**src/sv/m3h64_pkg.sv**
```systemverilog
// Package with widths and mixing constants of the two-lane hash block.
package m3h64_pkg;

    localparam int WORD_W  = 32;
    localparam int BYTE_W  = 8;
    localparam int BLOCK_W = 64;
    localparam int FILL_W  = 3;

    localparam logic [WORD_W-1:0] MIX_C1 = 32'h239b961b;
    localparam logic [WORD_W-1:0] MIX_C2 = 32'hab0e9789;
    localparam logic [WORD_W-1:0] MIX_C3 = 32'h561ccd1b;
    localparam logic [WORD_W-1:0] MIX_C4 = 32'h0bcaa747;
    localparam logic [WORD_W-1:0] FIN_C5 = 32'h85ebca6b;
    localparam logic [WORD_W-1:0] FIN_C6 = 32'hc2b2ae35;
    localparam logic [WORD_W-1:0] LANE_MUL = 32'd5;

    typedef logic [WORD_W-1:0] word_t;

    typedef struct packed {
        word_t mul_a;
        word_t mul_b;
        word_t add_c;
    } mac_op_t;

endpackage

```
**src/sv/murmur3_two_lane_hash64.sv**
```systemverilog
// Top level of the two-lane 64-bit hash block with its step sequencer.
//
//  channel   direction  handshake                  payload
//  in        sink       in_valid / in_ready        byte_value, has_byte, last
//  out       source     out_valid / out_ready      hash_value
//  cfg       sink       cfg_wr_en                  cfg_wr_data (seed)
//
// A transaction that neither completes a block nor is last leaves the block idle.
// One that completes an 8-byte block then runs the block mix steps on the shared multiply-add unit.
// The last transaction of a string then runs the finalizer steps, in part on that unit.
// The result waits in an output register; the final step holds while it is not taken.
// Reset clears the lanes, the block buffer, the counters and the seed.
module murmur3_two_lane_hash64
    import m3h64_pkg::*;
(
    input  logic                clk,
    input  logic                rst_n,
    input  logic                in_valid,
    output logic                in_ready,
    input  logic [BYTE_W-1:0]   byte_value,
    input  logic                has_byte,
    input  logic                last,
    output logic                out_valid,
    input  logic                out_ready,
    output logic [BLOCK_W-1:0]  hash_value,
    input  logic                cfg_wr_en,
    input  logic [WORD_W-1:0]   cfg_wr_data
);

    localparam logic [1:0] ST_IDLE = 2'd0;
    localparam logic [1:0] ST_MIX  = 2'd1;
    localparam logic [1:0] ST_FIN  = 2'd2;

    localparam int STEP_W = 4;
    localparam logic [STEP_W-1:0] MIX_LAST = 4'd5;
    localparam logic [STEP_W-1:0] FIN_LAST = 4'd12;

    logic [1:0]          state_reg, state_next;
    logic [STEP_W-1:0]   step_reg, step_next;
    word_t               seed_reg, seed_next;
    word_t               h1_reg, h1_next;
    word_t               h2_reg, h2_next;
    word_t               k_reg, k_next;
    word_t               len_reg, len_next;
    logic [BLOCK_W-1:0]  block_reg, block_next;
    logic [FILL_W-1:0]   fill_reg, fill_next;
    logic                open_reg, open_next;
    logic                last_reg, last_next;
    logic                out_valid_reg, out_valid_next;
    logic [BLOCK_W-1:0]  hash_reg, hash_next;

    mac_op_t             mac_op;
    word_t               mac_y;
    word_t               blk_lo, blk_hi;
    word_t               t1, t2;
    logic                in_fire;

    function automatic word_t rotl(input word_t x, input int unsigned r);
        return (x << r) | (x >> (WORD_W - r));
    endfunction

    m3h64_mac u_mac (
        .op     (mac_op),
        .result (mac_y)
    );

    assign in_ready  = (state_reg == ST_IDLE);
    assign in_fire   = in_valid && in_ready;
    assign out_valid = out_valid_reg;
    assign hash_value = hash_reg;
    assign blk_lo    = block_reg[WORD_W-1:0];
    assign blk_hi    = block_reg[BLOCK_W-1:WORD_W];

    always_comb
    begin
        mac_op = '0;
        t1     = '0;
        t2     = '0;
        unique case (state_reg)
            ST_MIX:
            begin
                unique case (step_reg)
                    4'd0: mac_op = '{blk_lo, MIX_C1, '0};
                    4'd1: mac_op = '{rotl(k_reg, 15), MIX_C2, '0};
                    4'd2: mac_op = '{rotl(h1_reg ^ k_reg, 19) + h2_reg, LANE_MUL, MIX_C3};
                    4'd3: mac_op = '{blk_hi, MIX_C2, '0};
                    4'd4: mac_op = '{rotl(k_reg, 17), MIX_C1, '0};
                    4'd5: mac_op = '{rotl(h2_reg ^ k_reg, 13) + h1_reg, LANE_MUL, MIX_C4};
                    default: mac_op = '0;
                endcase
            end
            ST_FIN:
            begin
                unique case (step_reg)
                    4'd0: mac_op = '{blk_lo, MIX_C1, '0};
                    4'd1: mac_op = '{rotl(k_reg, 15), MIX_C2, '0};
                    4'd2: mac_op = '{blk_hi, MIX_C2, '0};
                    4'd3: mac_op = '{rotl(k_reg, 17), MIX_C1, '0};
                    4'd4:
                    begin
                        t2 = h2_reg ^ ((fill_reg > 3'd4) ? k_reg : '0) ^ len_reg;
                        t1 = (h1_reg ^ len_reg) + t2;
                    end
                    4'd6: mac_op = '{h1_reg ^ (h1_reg >> 16), FIN_C5, '0};
                    4'd7: mac_op = '{h1_reg ^ (h1_reg >> 13), FIN_C6, '0};
                    4'd8: mac_op = '{h2_reg ^ (h2_reg >> 16), FIN_C5, '0};
                    4'd9: mac_op = '{h2_reg ^ (h2_reg >> 13), FIN_C6, '0};
                    default: mac_op = '0;
                endcase
            end
            default: mac_op = '0;
        endcase
    end

    always_comb
    begin
        state_next     = state_reg;
        step_next      = step_reg;
        seed_next      = seed_reg;
        h1_next        = h1_reg;
        h2_next        = h2_reg;
        k_next         = k_reg;
        len_next       = len_reg;
        block_next     = block_reg;
        fill_next      = fill_reg;
        open_next      = open_reg;
        last_next      = last_reg;
        out_valid_next = out_valid_reg;
        hash_next      = hash_reg;

        if (out_valid_reg && out_ready)
        begin
            out_valid_next = 1'b0;
        end

        if (cfg_wr_en)
        begin
            seed_next = cfg_wr_data;
            if (!open_reg)
            begin
                h1_next = cfg_wr_data;
                h2_next = cfg_wr_data;
            end
        end

        unique case (state_reg)
            ST_IDLE:
            begin
                if (in_fire && (has_byte || last))
                begin
                    open_next = 1'b1;
                    last_next = last;
                    step_next = '0;
                    if (has_byte)
                    begin
                        block_next = block_reg | ({{(BLOCK_W-BYTE_W){1'b0}}, byte_value}
                                                  << {fill_reg, 3'b000});
                        fill_next  = fill_reg + 1'b1;
                        len_next   = len_reg + 1'b1;
                    end
                    if (has_byte && (fill_reg == {FILL_W{1'b1}}))
                    begin
                        state_next = ST_MIX;
                    end
                    else if (last)
                    begin
                        state_next = ST_FIN;
                    end
                end
            end
            ST_MIX:
            begin
                step_next = step_reg + 1'b1;
                unique case (step_reg)
                    4'd2, 4'd5:
                    begin
                        if (step_reg == 4'd2)
                        begin
                            h1_next = mac_y;
                        end
                        else
                        begin
                            h2_next = mac_y;
                        end
                    end
                    default: k_next = mac_y;
                endcase
                if (step_reg == MIX_LAST)
                begin
                    block_next = '0;
                    fill_next  = '0;
                    step_next  = '0;
                    state_next = last_reg ? ST_FIN : ST_IDLE;
                end
            end
            ST_FIN:
            begin
                step_next = step_reg + 1'b1;
                unique case (step_reg)
                    4'd0, 4'd1, 4'd3: k_next = mac_y;
                    4'd2:
                    begin
                        h1_next = h1_reg ^ ((fill_reg != '0) ? k_reg : '0);
                        k_next  = mac_y;
                    end
                    4'd4:
                    begin
                        h1_next = t1;
                        h2_next = t2;
                    end
                    4'd5: h2_next = h2_reg + h1_reg;
                    4'd6, 4'd7: h1_next = mac_y;
                    4'd8:
                    begin
                        h1_next = h1_reg ^ (h1_reg >> 16);
                        h2_next = mac_y;
                    end
                    4'd9: h2_next = mac_y;
                    4'd10: h2_next = h2_reg ^ (h2_reg >> 16);
                    4'd11: h1_next = h1_reg + h2_reg;
                    default:
                    begin
                        step_next = step_reg;
                        if (!out_valid_reg || out_ready)
                        begin
                            hash_next      = {h2_reg + h1_reg, h1_reg};
                            out_valid_next = 1'b1;
                            h1_next        = seed_reg;
                            h2_next        = seed_reg;
                            len_next       = '0;
                            block_next     = '0;
                            fill_next      = '0;
                            open_next      = 1'b0;
                            last_next      = 1'b0;
                            step_next      = '0;
                            state_next     = ST_IDLE;
                        end
                    end
                endcase
                if (step_reg > FIN_LAST)
                begin
                    step_next = FIN_LAST;
                end
            end
            default:
            begin
                state_next = ST_IDLE;
                step_next  = '0;
            end
        endcase
    end

    always_ff @(posedge clk or negedge rst_n)
    begin
        if (!rst_n)
        begin
            state_reg     <= ST_IDLE;
            step_reg      <= '0;
            seed_reg      <= '0;
            h1_reg        <= '0;
            h2_reg        <= '0;
            len_reg       <= '0;
            block_reg     <= '0;
            fill_reg      <= '0;
            open_reg      <= 1'b0;
            last_reg      <= 1'b0;
            out_valid_reg <= 1'b0;
        end
        else
        begin
            state_reg     <= state_next;
            step_reg      <= step_next;
            seed_reg      <= seed_next;
            h1_reg        <= h1_next;
            h2_reg        <= h2_next;
            len_reg       <= len_next;
            block_reg     <= block_next;
            fill_reg      <= fill_next;
            open_reg      <= open_next;
            last_reg      <= last_next;
            out_valid_reg <= out_valid_next;
        end
    end

    always_ff @(posedge clk)
    begin
        k_reg    <= k_next;
        hash_reg <= hash_next;
    end

endmodule

```
**src/sv/m3h64_mac.sv**
```systemverilog
// Shared 32-bit multiply-add unit: low word of a*b plus c.
module m3h64_mac
    import m3h64_pkg::*;
(
    input  mac_op_t op,
    output word_t   result
);

    word_t product;

    assign product = op.mul_a * op.mul_b;
    assign result  = product + op.add_c;

endmodule

```
**config.mk**
```make
export PLATFORM = sky130hd
export DESIGN_NAME = murmur3_two_lane_hash64
export DESIGN_NICKNAME = d
export VERILOG_FILES = /design/src/sv/m3h64_pkg.sv /design/src/sv/murmur3_two_lane_hash64.sv /design/src/sv/m3h64_mac.sv
export SDC_FILE = /design/constraint.sdc
export NUM_CORES = 2
export LEC_CHECK = 0
export BUFFER_PORTS_ARGS = -buffer_cell sky130_fd_sc_hd__buf_2
export CAP_MARGIN = 10
export CELL_PAD_IN_SITES_DETAIL_PLACEMENT = 0
export CELL_PAD_IN_SITES_GLOBAL_PLACEMENT = 1
export CORE_ASPECT_RATIO = 1.4
export CORE_MARGIN = 2
export CORE_UTILIZATION = 41
export DETAILED_ROUTE_END_ITERATION = 10
export GPL_TIMING_DRIVEN = 0
export PLACE_DENSITY_LB_ADDON = 0.12
export SYNTH_ARGS = -nofsm -noshare
export SYNTH_HDL_FRONTEND = slang
export SYNTH_SLANG_ARGS = --single-unit
```
**constraint.sdc**
```tcl
create_clock -name clk -period 18.5 [get_ports clk]
set_input_delay 0 -clock clk [delete_from_list [all_inputs] [get_ports clk]]
set_output_delay 0 -clock clk [all_outputs]
set_load 0.05 [all_outputs]
```
# == After elaboration in Yosys (flattened, before gate mapping) ==
# Index checks and enable logic that the tools add are counted.
# Widths: inputs -> output; s select.
# word_totals
register_bits,300
inputBits,47
out_inout_bits,66
elab_cells,154
# classes
n_addsub,8
mul,1
n_lt_le_gt_ge,2
n_eq_ne,23
n_shift,1
mux,63
bitwise,16
reduce_logical,27
# op_table
op,n
$pmux 96 s8,1
$mux 32,18
$pmux 96 s6,1
$mux 64,5
$pmux 32 s2,4
$pmux 32 s6,1
$pmux 64 s3,1
$pmux 96 s2,1
$xor 32x32->32,6
$add 32x32->32,5
$pmux 32 s5,1
$or 64x64->64,1
$shl 8x6->64,1
$xor 32x16->32,2
$xor 32x19->32,2
$add 32x1->32 const B,1
$mul 32x32->32,1
$or 32x13->32,1
$or 32x15->32,1
$or 32x17->32,1
$or 32x19->32,1
$mux 4,5
$eq 4x3->1 const B,4
$eq 4x4->1 const B,4
other kinds (38),72

# == Logic depth before layout (Yosys ltp) ==
# depth
depth_word,10
mapped_depth,47
mapped_depth_nobuf,45

# == Cells and area by module ==
# Synthesis repeated with hierarchy kept, for this count alone.
# unflattened
cells_unflattened,5238
hier_area_um2,44194.9
# modules_own_cells
module,instances,cells_per_inst,area_each_um2,seq_area_each_um2
murmur3_two_lane_hash64,1,3362,27288.7,7987.7
m3h64_mac,1,1876,16906.2,0.0

# == Worst setup path after synthesis ==
# OpenSTA, ideal clock, no wires.
# synth_path
kind,register to register
from,register h2_reg[19]
to,register h2_reg[31]
setup_time_ns,0.125
arrival_ns,10.851
required_ns,18.375
slack_ns,7.524
stages_incl_launch_ff,46
path_buffers,2
path_cell_list,dfrtp_1 -> clkbuf_1 -> xor2_1 -> ha_1 -> fa_1 -> a211oi_1 -> nor2_1 -> a221oi_2 -> o211ai_1 -> a31oi_1 -> nor2_1 -> a21oi_1 -> xor2_1 -> o221ai_1 -> a21oi_1 -> nand2b_1 -> clkbuf_1 -> nor2_1 -> [... 10 more ...] -> fa_1 -> xnor2_1 -> xnor2_1 -> xnor2_1 -> xnor2_1 -> xnor2_1 -> xnor3_1 -> xnor2_1 -> xnor2_1 -> xnor2_1 -> xnor2_1 -> xnor2_1 -> xnor2_1 -> xnor2_1 -> xnor3_1 -> xnor3_2 -> a221oi_2 -> a21oi_2
# synth_via
elab_chain_cells,10
word_cells_on_any_way,16
classes_between,add/sub: 4; mul: 1; mux: 7; bitwise: 4
# synth_rtl
item,line_no,text
from (decl),murmur3_two_lane_hash64.sv:42,"word_t h2_reg, h2_next;"
from (signal assigned),murmur3_two_lane_hash64.sv:275,h2_reg <= h2_next;
$xor 32x32->32,murmur3_two_lane_hash64.sv:88,"4'd5: mac_op = '{rotl(h2_reg ^ k_reg, 13) + h1_reg, LANE_MUL, MIX_C4};"
$or 32x13->32,murmur3_two_lane_hash64.sv:59,return (x << r) | (x >> (WORD_W - r));
$add 32x32->32,murmur3_two_lane_hash64.sv:88,
$pmux 96 s6,murmur3_two_lane_hash64.sv:82,unique case (step_reg)
$pmux 96 s2,murmur3_two_lane_hash64.sv:79,unique case (state_reg)
$mul 32x32->32,m3h64_mac.sv:11,assign product = op.mul_a * op.mul_b;
$add 32x32->32,m3h64_mac.sv:12,assign result = product + op.add_c;
$mux 32,murmur3_two_lane_hash64.sv:177,if (step_reg == 4'd2)
$mux 32,murmur3_two_lane_hash64.sv:174,unique case (step_reg)
$pmux 32 s2 *,murmur3_two_lane_hash64.sv:146,unique case (state_reg)
# Every way passes the cells marked *; elsewhere a longest branch is shown, timed or not.
# A chain may end at the register's enable or synchronous reset.

# == Worst setup path after layout ==
# Same ends and word-level chain as after synthesis.

==> key figures <==
Synthesis
  • Post-Synthesis Net Count: approximately 5600
  • Synth Register Bits: 300
  • Mapped cell area: between 40000 and 50000 um2
  • Synth top area share: 0.208
  • Unique masters post-synth: 99
  • Post-synth EDFFs: 96
  • Most used flip-flop cell after synthesis: dfrtp_1
  • Synth Instances: between 4000 and 5000
  • Synth warnings: 0
  • Post-synthesis sequential area ratio: 0.192
  • Ys async rst share: 0.680
  • Post-synth top area cell: fa_1
  • Syn_area_per_cell: between 8 and 9 um2
  • Top post-synthesis cells by area: fa_1, dfrtp_1, ha_1, edfxtp_1, inv_1

STA
  • RSZ-0062 raised after global routing: no
  • Max-slew violation count: 17
  • Final worst setup slack: 2.75 ns
  • Fmax: roughly 63 MHz
  • Final Cycle Share: 0.851
  • Max Clock Skew: 0.0476 ns
  • Worst rel slew slack: -0.0109
  • Worst Tran Pin Value: roughly 1.5 ns
  • TNS Setup: 0 ns
  • Minimum clock period: 15.75 ns
  • Final hold vios: 0
  • Setup violators final: 0

Place
  • Worst slack, placed: about 3.5 ns
  • PortBufs: around 100
  • DPL Wire Length: approximately 210000 um
  • Placed cell area: 44100 um2
  • Placed cells: ~6300
  • RD Place Congestion: about 1.1

Worst setup path
  • CP Class: reg -> reg
  • CP peak stage delay: just under 0.9 ns
  • Number of buffers and inverters on the critical path: 4
  • R2R Setup Slk: approximately 2.8 ns
  • Crit-path leading delay family: adder cells
  • RR Endpoint: h2_reg[31]$_DFFE_PN0P_
  • Crit-path max FO: 7
  • R2R cell count: 44
  • Slowest library cell on the worst path: a31oi_1
  • Crit path top cell by count: xnor2_1
  • Setup crit end kind: register
  • CP required: about 19 ns
  • CP arrival: around 16 ns
  • Startpoint types: register
  • Worst reg2reg path startpoint: h2_reg[19]$_DFFE_PN0P_

Power and ir drop
  • Tot Pwr: a little under 0.01 W
  • Static Leak: 21.3 nW
  • Pwr/cell area: ~210 nW/um2
  • Max IR drop VDD: ~230 uV

GRT
  • Antenna violations before repair: 13
  • Remaining global-route overflow: 0
  • Overall routing resource usage: 0.498
  • Global-route wire length before repair: 352000 um
  • Vias in the first global route: around 43000
  • Largest net degree at the start of global routing: 111

Die
  • Ports: approximately 110
  • Row Count: 138
  • Die W: between 200 and 300 um
  • Total Die Area: between 100000 and 150000 um2
  • Core ar.: 101000 um2
  • Initial core utilization: 0.412
  • Die height: approximately 380 um

Routing
  • TritonRoute pass-1 iters: 9
  • Per-cell routed wire length: 40.2 um
  • Via count: ~42000
  • Post-route ant nets: 0
  • 1st-iter DRT viols: between 5000 and 6000
  • Post-Route WL: 260000 um
  • Drt drc: 0
  • Via density: roughly 6.6

Clock tree
  • CTS root buffer: clkbuf_16
  • Clk Latency, worst-skew pair: approximately 0.6 ns
  • CTS sink count: 300
  • CTS Buf Count: 37
  • Number of H-tree levels: 2
  • CTS tree: done
  • Bufs on Longest Clock Path: 3
  • CTS resizes: 0
  • Clock slew seen by the registers of the worst setup and hold paths: 0.07 ns

Layout
  • Share of cells above drive strength 1: 0.0669
  • Fill count: roughly 10000
  • Finished Cell Area: about 46000 um2
  • Non-Filler Instances: approximately 6500
  • P&R area growth vs syn: 10.9%
  • Nets: 5850

Flow run
  • Number of max-cap violations: 2

Hold path
  • Min-Delay Path Class: in -> async

Status
  • Failing checks: max-capacitance violations, max-slew violations
  • Outcome: finished with violations
==> cell families (layout without fill, tap and decap cells) <==
kind of cell,count (synthesis),count (layout),synth area share
AOI/OAI and AO/OA,1305,1305,0.206
xor gates and xnor gates,431,431,0.0923
adders and majority gates,703,703,0.290
buffers and inverters,967,1220,0.0883
DFF,300,300,0.192
muxes,47,47,0.0125
other,0,8,0
and+or+nand+nor,1120,1120,0.119
==> final cells by class <==
type	instances	area, um2	share of cell area
Inverter	660	2480	0.0538
Clock buffer	44	993	0.0216
Clock inverter	21	258	0.00560
Sequential cell	300	7990	0.174
Timing Repair Buffer	188	1520	0.0330
Buffer	307	1200	0.0260
Antenna cell	8	20.0	0.000435
Multi-Input combinational cell	3606	29900	0.650
Tap cell	1330	1660	0.0361
==> cells in the final DEF (no fill, tap or decap), types with 27 or more instances in the layout <==
cell type      Yosys  layout
o221ai_1          54      54
a221oi_1          90      89
a21oi_1          474     472
ha_1             271     271
mux2_2            37      37
o21bai_1          36      36
o21ai_0          207     203
nand2_1          351     351
nor3_1            40      39
dfrtp_1          204     204
clkbuf_16          0      38
nand3_1           57      57
xnor2_1          194     194
buf_2             22     128
clkbuf_1         243     243
a21o_1            58      58
o22ai_1           57      57
nor2_1           467     466
dlygate4sd3_1      0      45
nand2b_1          39      39
fa_1             432     432
a221o_1           32      32
a22oi_1           55      55
buf_1             40      36
inv_1            655     655
xor2_1           233     233
edfxtp_1          96      96
and2_1            49      49
a211oi_1          27      27
==> layer usage <==
metal / vias up / routed length (um) / global-route usage
met1: 20800 / 81500 / 0.497
li1: 17000 / - / -
met4: 12 / 37300 / 0.562
met3: 1446 / 25100 / 0.156
met5: - / 149 / 0.00423
met2: 3139 / 116000 / 0.774
==> what timing repair did <==
item	in CTS	in global routing
endpoints found under the setup margin	0	0
hold endpoints to repair	252	0
hold buffers	45	0
setup buffers	0	0
==> worst max-delay path by stage <==
stage,start,endpoint,slack [ns],cells after the start
3_3_place_gp,step_reg[0]$_DFFE_PN0P_,h1_reg[26]$_DFFE_PN0P_,2.59,38
5_1_grt,h2_reg[19]$_DFFE_PN0P_,h2_reg[31]$_DFFE_PN0P_,2.81,46
6_report,h2_reg[19]$_DFFE_PN0P_,h2_reg[31]$_DFFE_PN0P_,2.75,44
4_1_cts,h2_reg[19]$_DFFE_PN0P_,h2_reg[31]$_DFFE_PN0P_,3.40,46
2_1_floorplan,h2_reg[19]$_DFFE_PN0P_,h2_reg[31]$_DFFE_PN0P_,7.52,45
3_5_place_dp,h2_reg[19]$_DFFE_PN0P_,h2_reg[31]$_DFFE_PN0P_,3.46,46
==> cells in the mapped netlist, types with 7 or more instances <==
master	instances
inv_1	655
a21oi_1	474
nor2_1	467
fa_1	432
nand2_1	351
ha_1	271
clkbuf_1	243
xor2_1	233
o21ai_0	207
dfrtp_1	204
xnor2_1	194
edfxtp_1	96
a221oi_1	90
a21o_1	58
nand3_1	57
o22ai_1	57
a22oi_1	55
o221ai_1	54
and2_1	49
buf_1	40
nor3_1	40
nand2b_1	39
mux2_2	37
o21bai_1	36
a221o_1	32
a211oi_1	27
o211ai_1	25
a31oi_1	24
nor2b_1	23
buf_2	22
a22o_1	18
and3_1	18
or3_1	18
a222oi_1	17
o21ai_1	16
o21a_1	14
nand4_1	12
o31ai_1	12
o2111ai_1	11
mux2i_1	9
or2_2	8
a211o_1	7
==> where the power goes <==
group	total, W	switching (W)	internal [W]	leakage [nW]
Clock	0.000798	0.000351	0.000447	0.601
Sequential	0.00123	0.000303	0.000923	3.60
Combinational	0.00773	0.00555	0.00218	17.1
Total	0.00975	0.00620	0.00355	21.3
==> stage by stage <==
stage          utilization  hold slack, ns
2_1_floorplan            -          -0.296
3_3_place_gp         0.434           0.252
3_5_place_dp         0.438           0.132
4_1_cts              0.455         0.00567
5_1_grt              0.457           0.100
6_report             0.457          0.0437
Note: power is estimated with default switching activity, not from simulation.
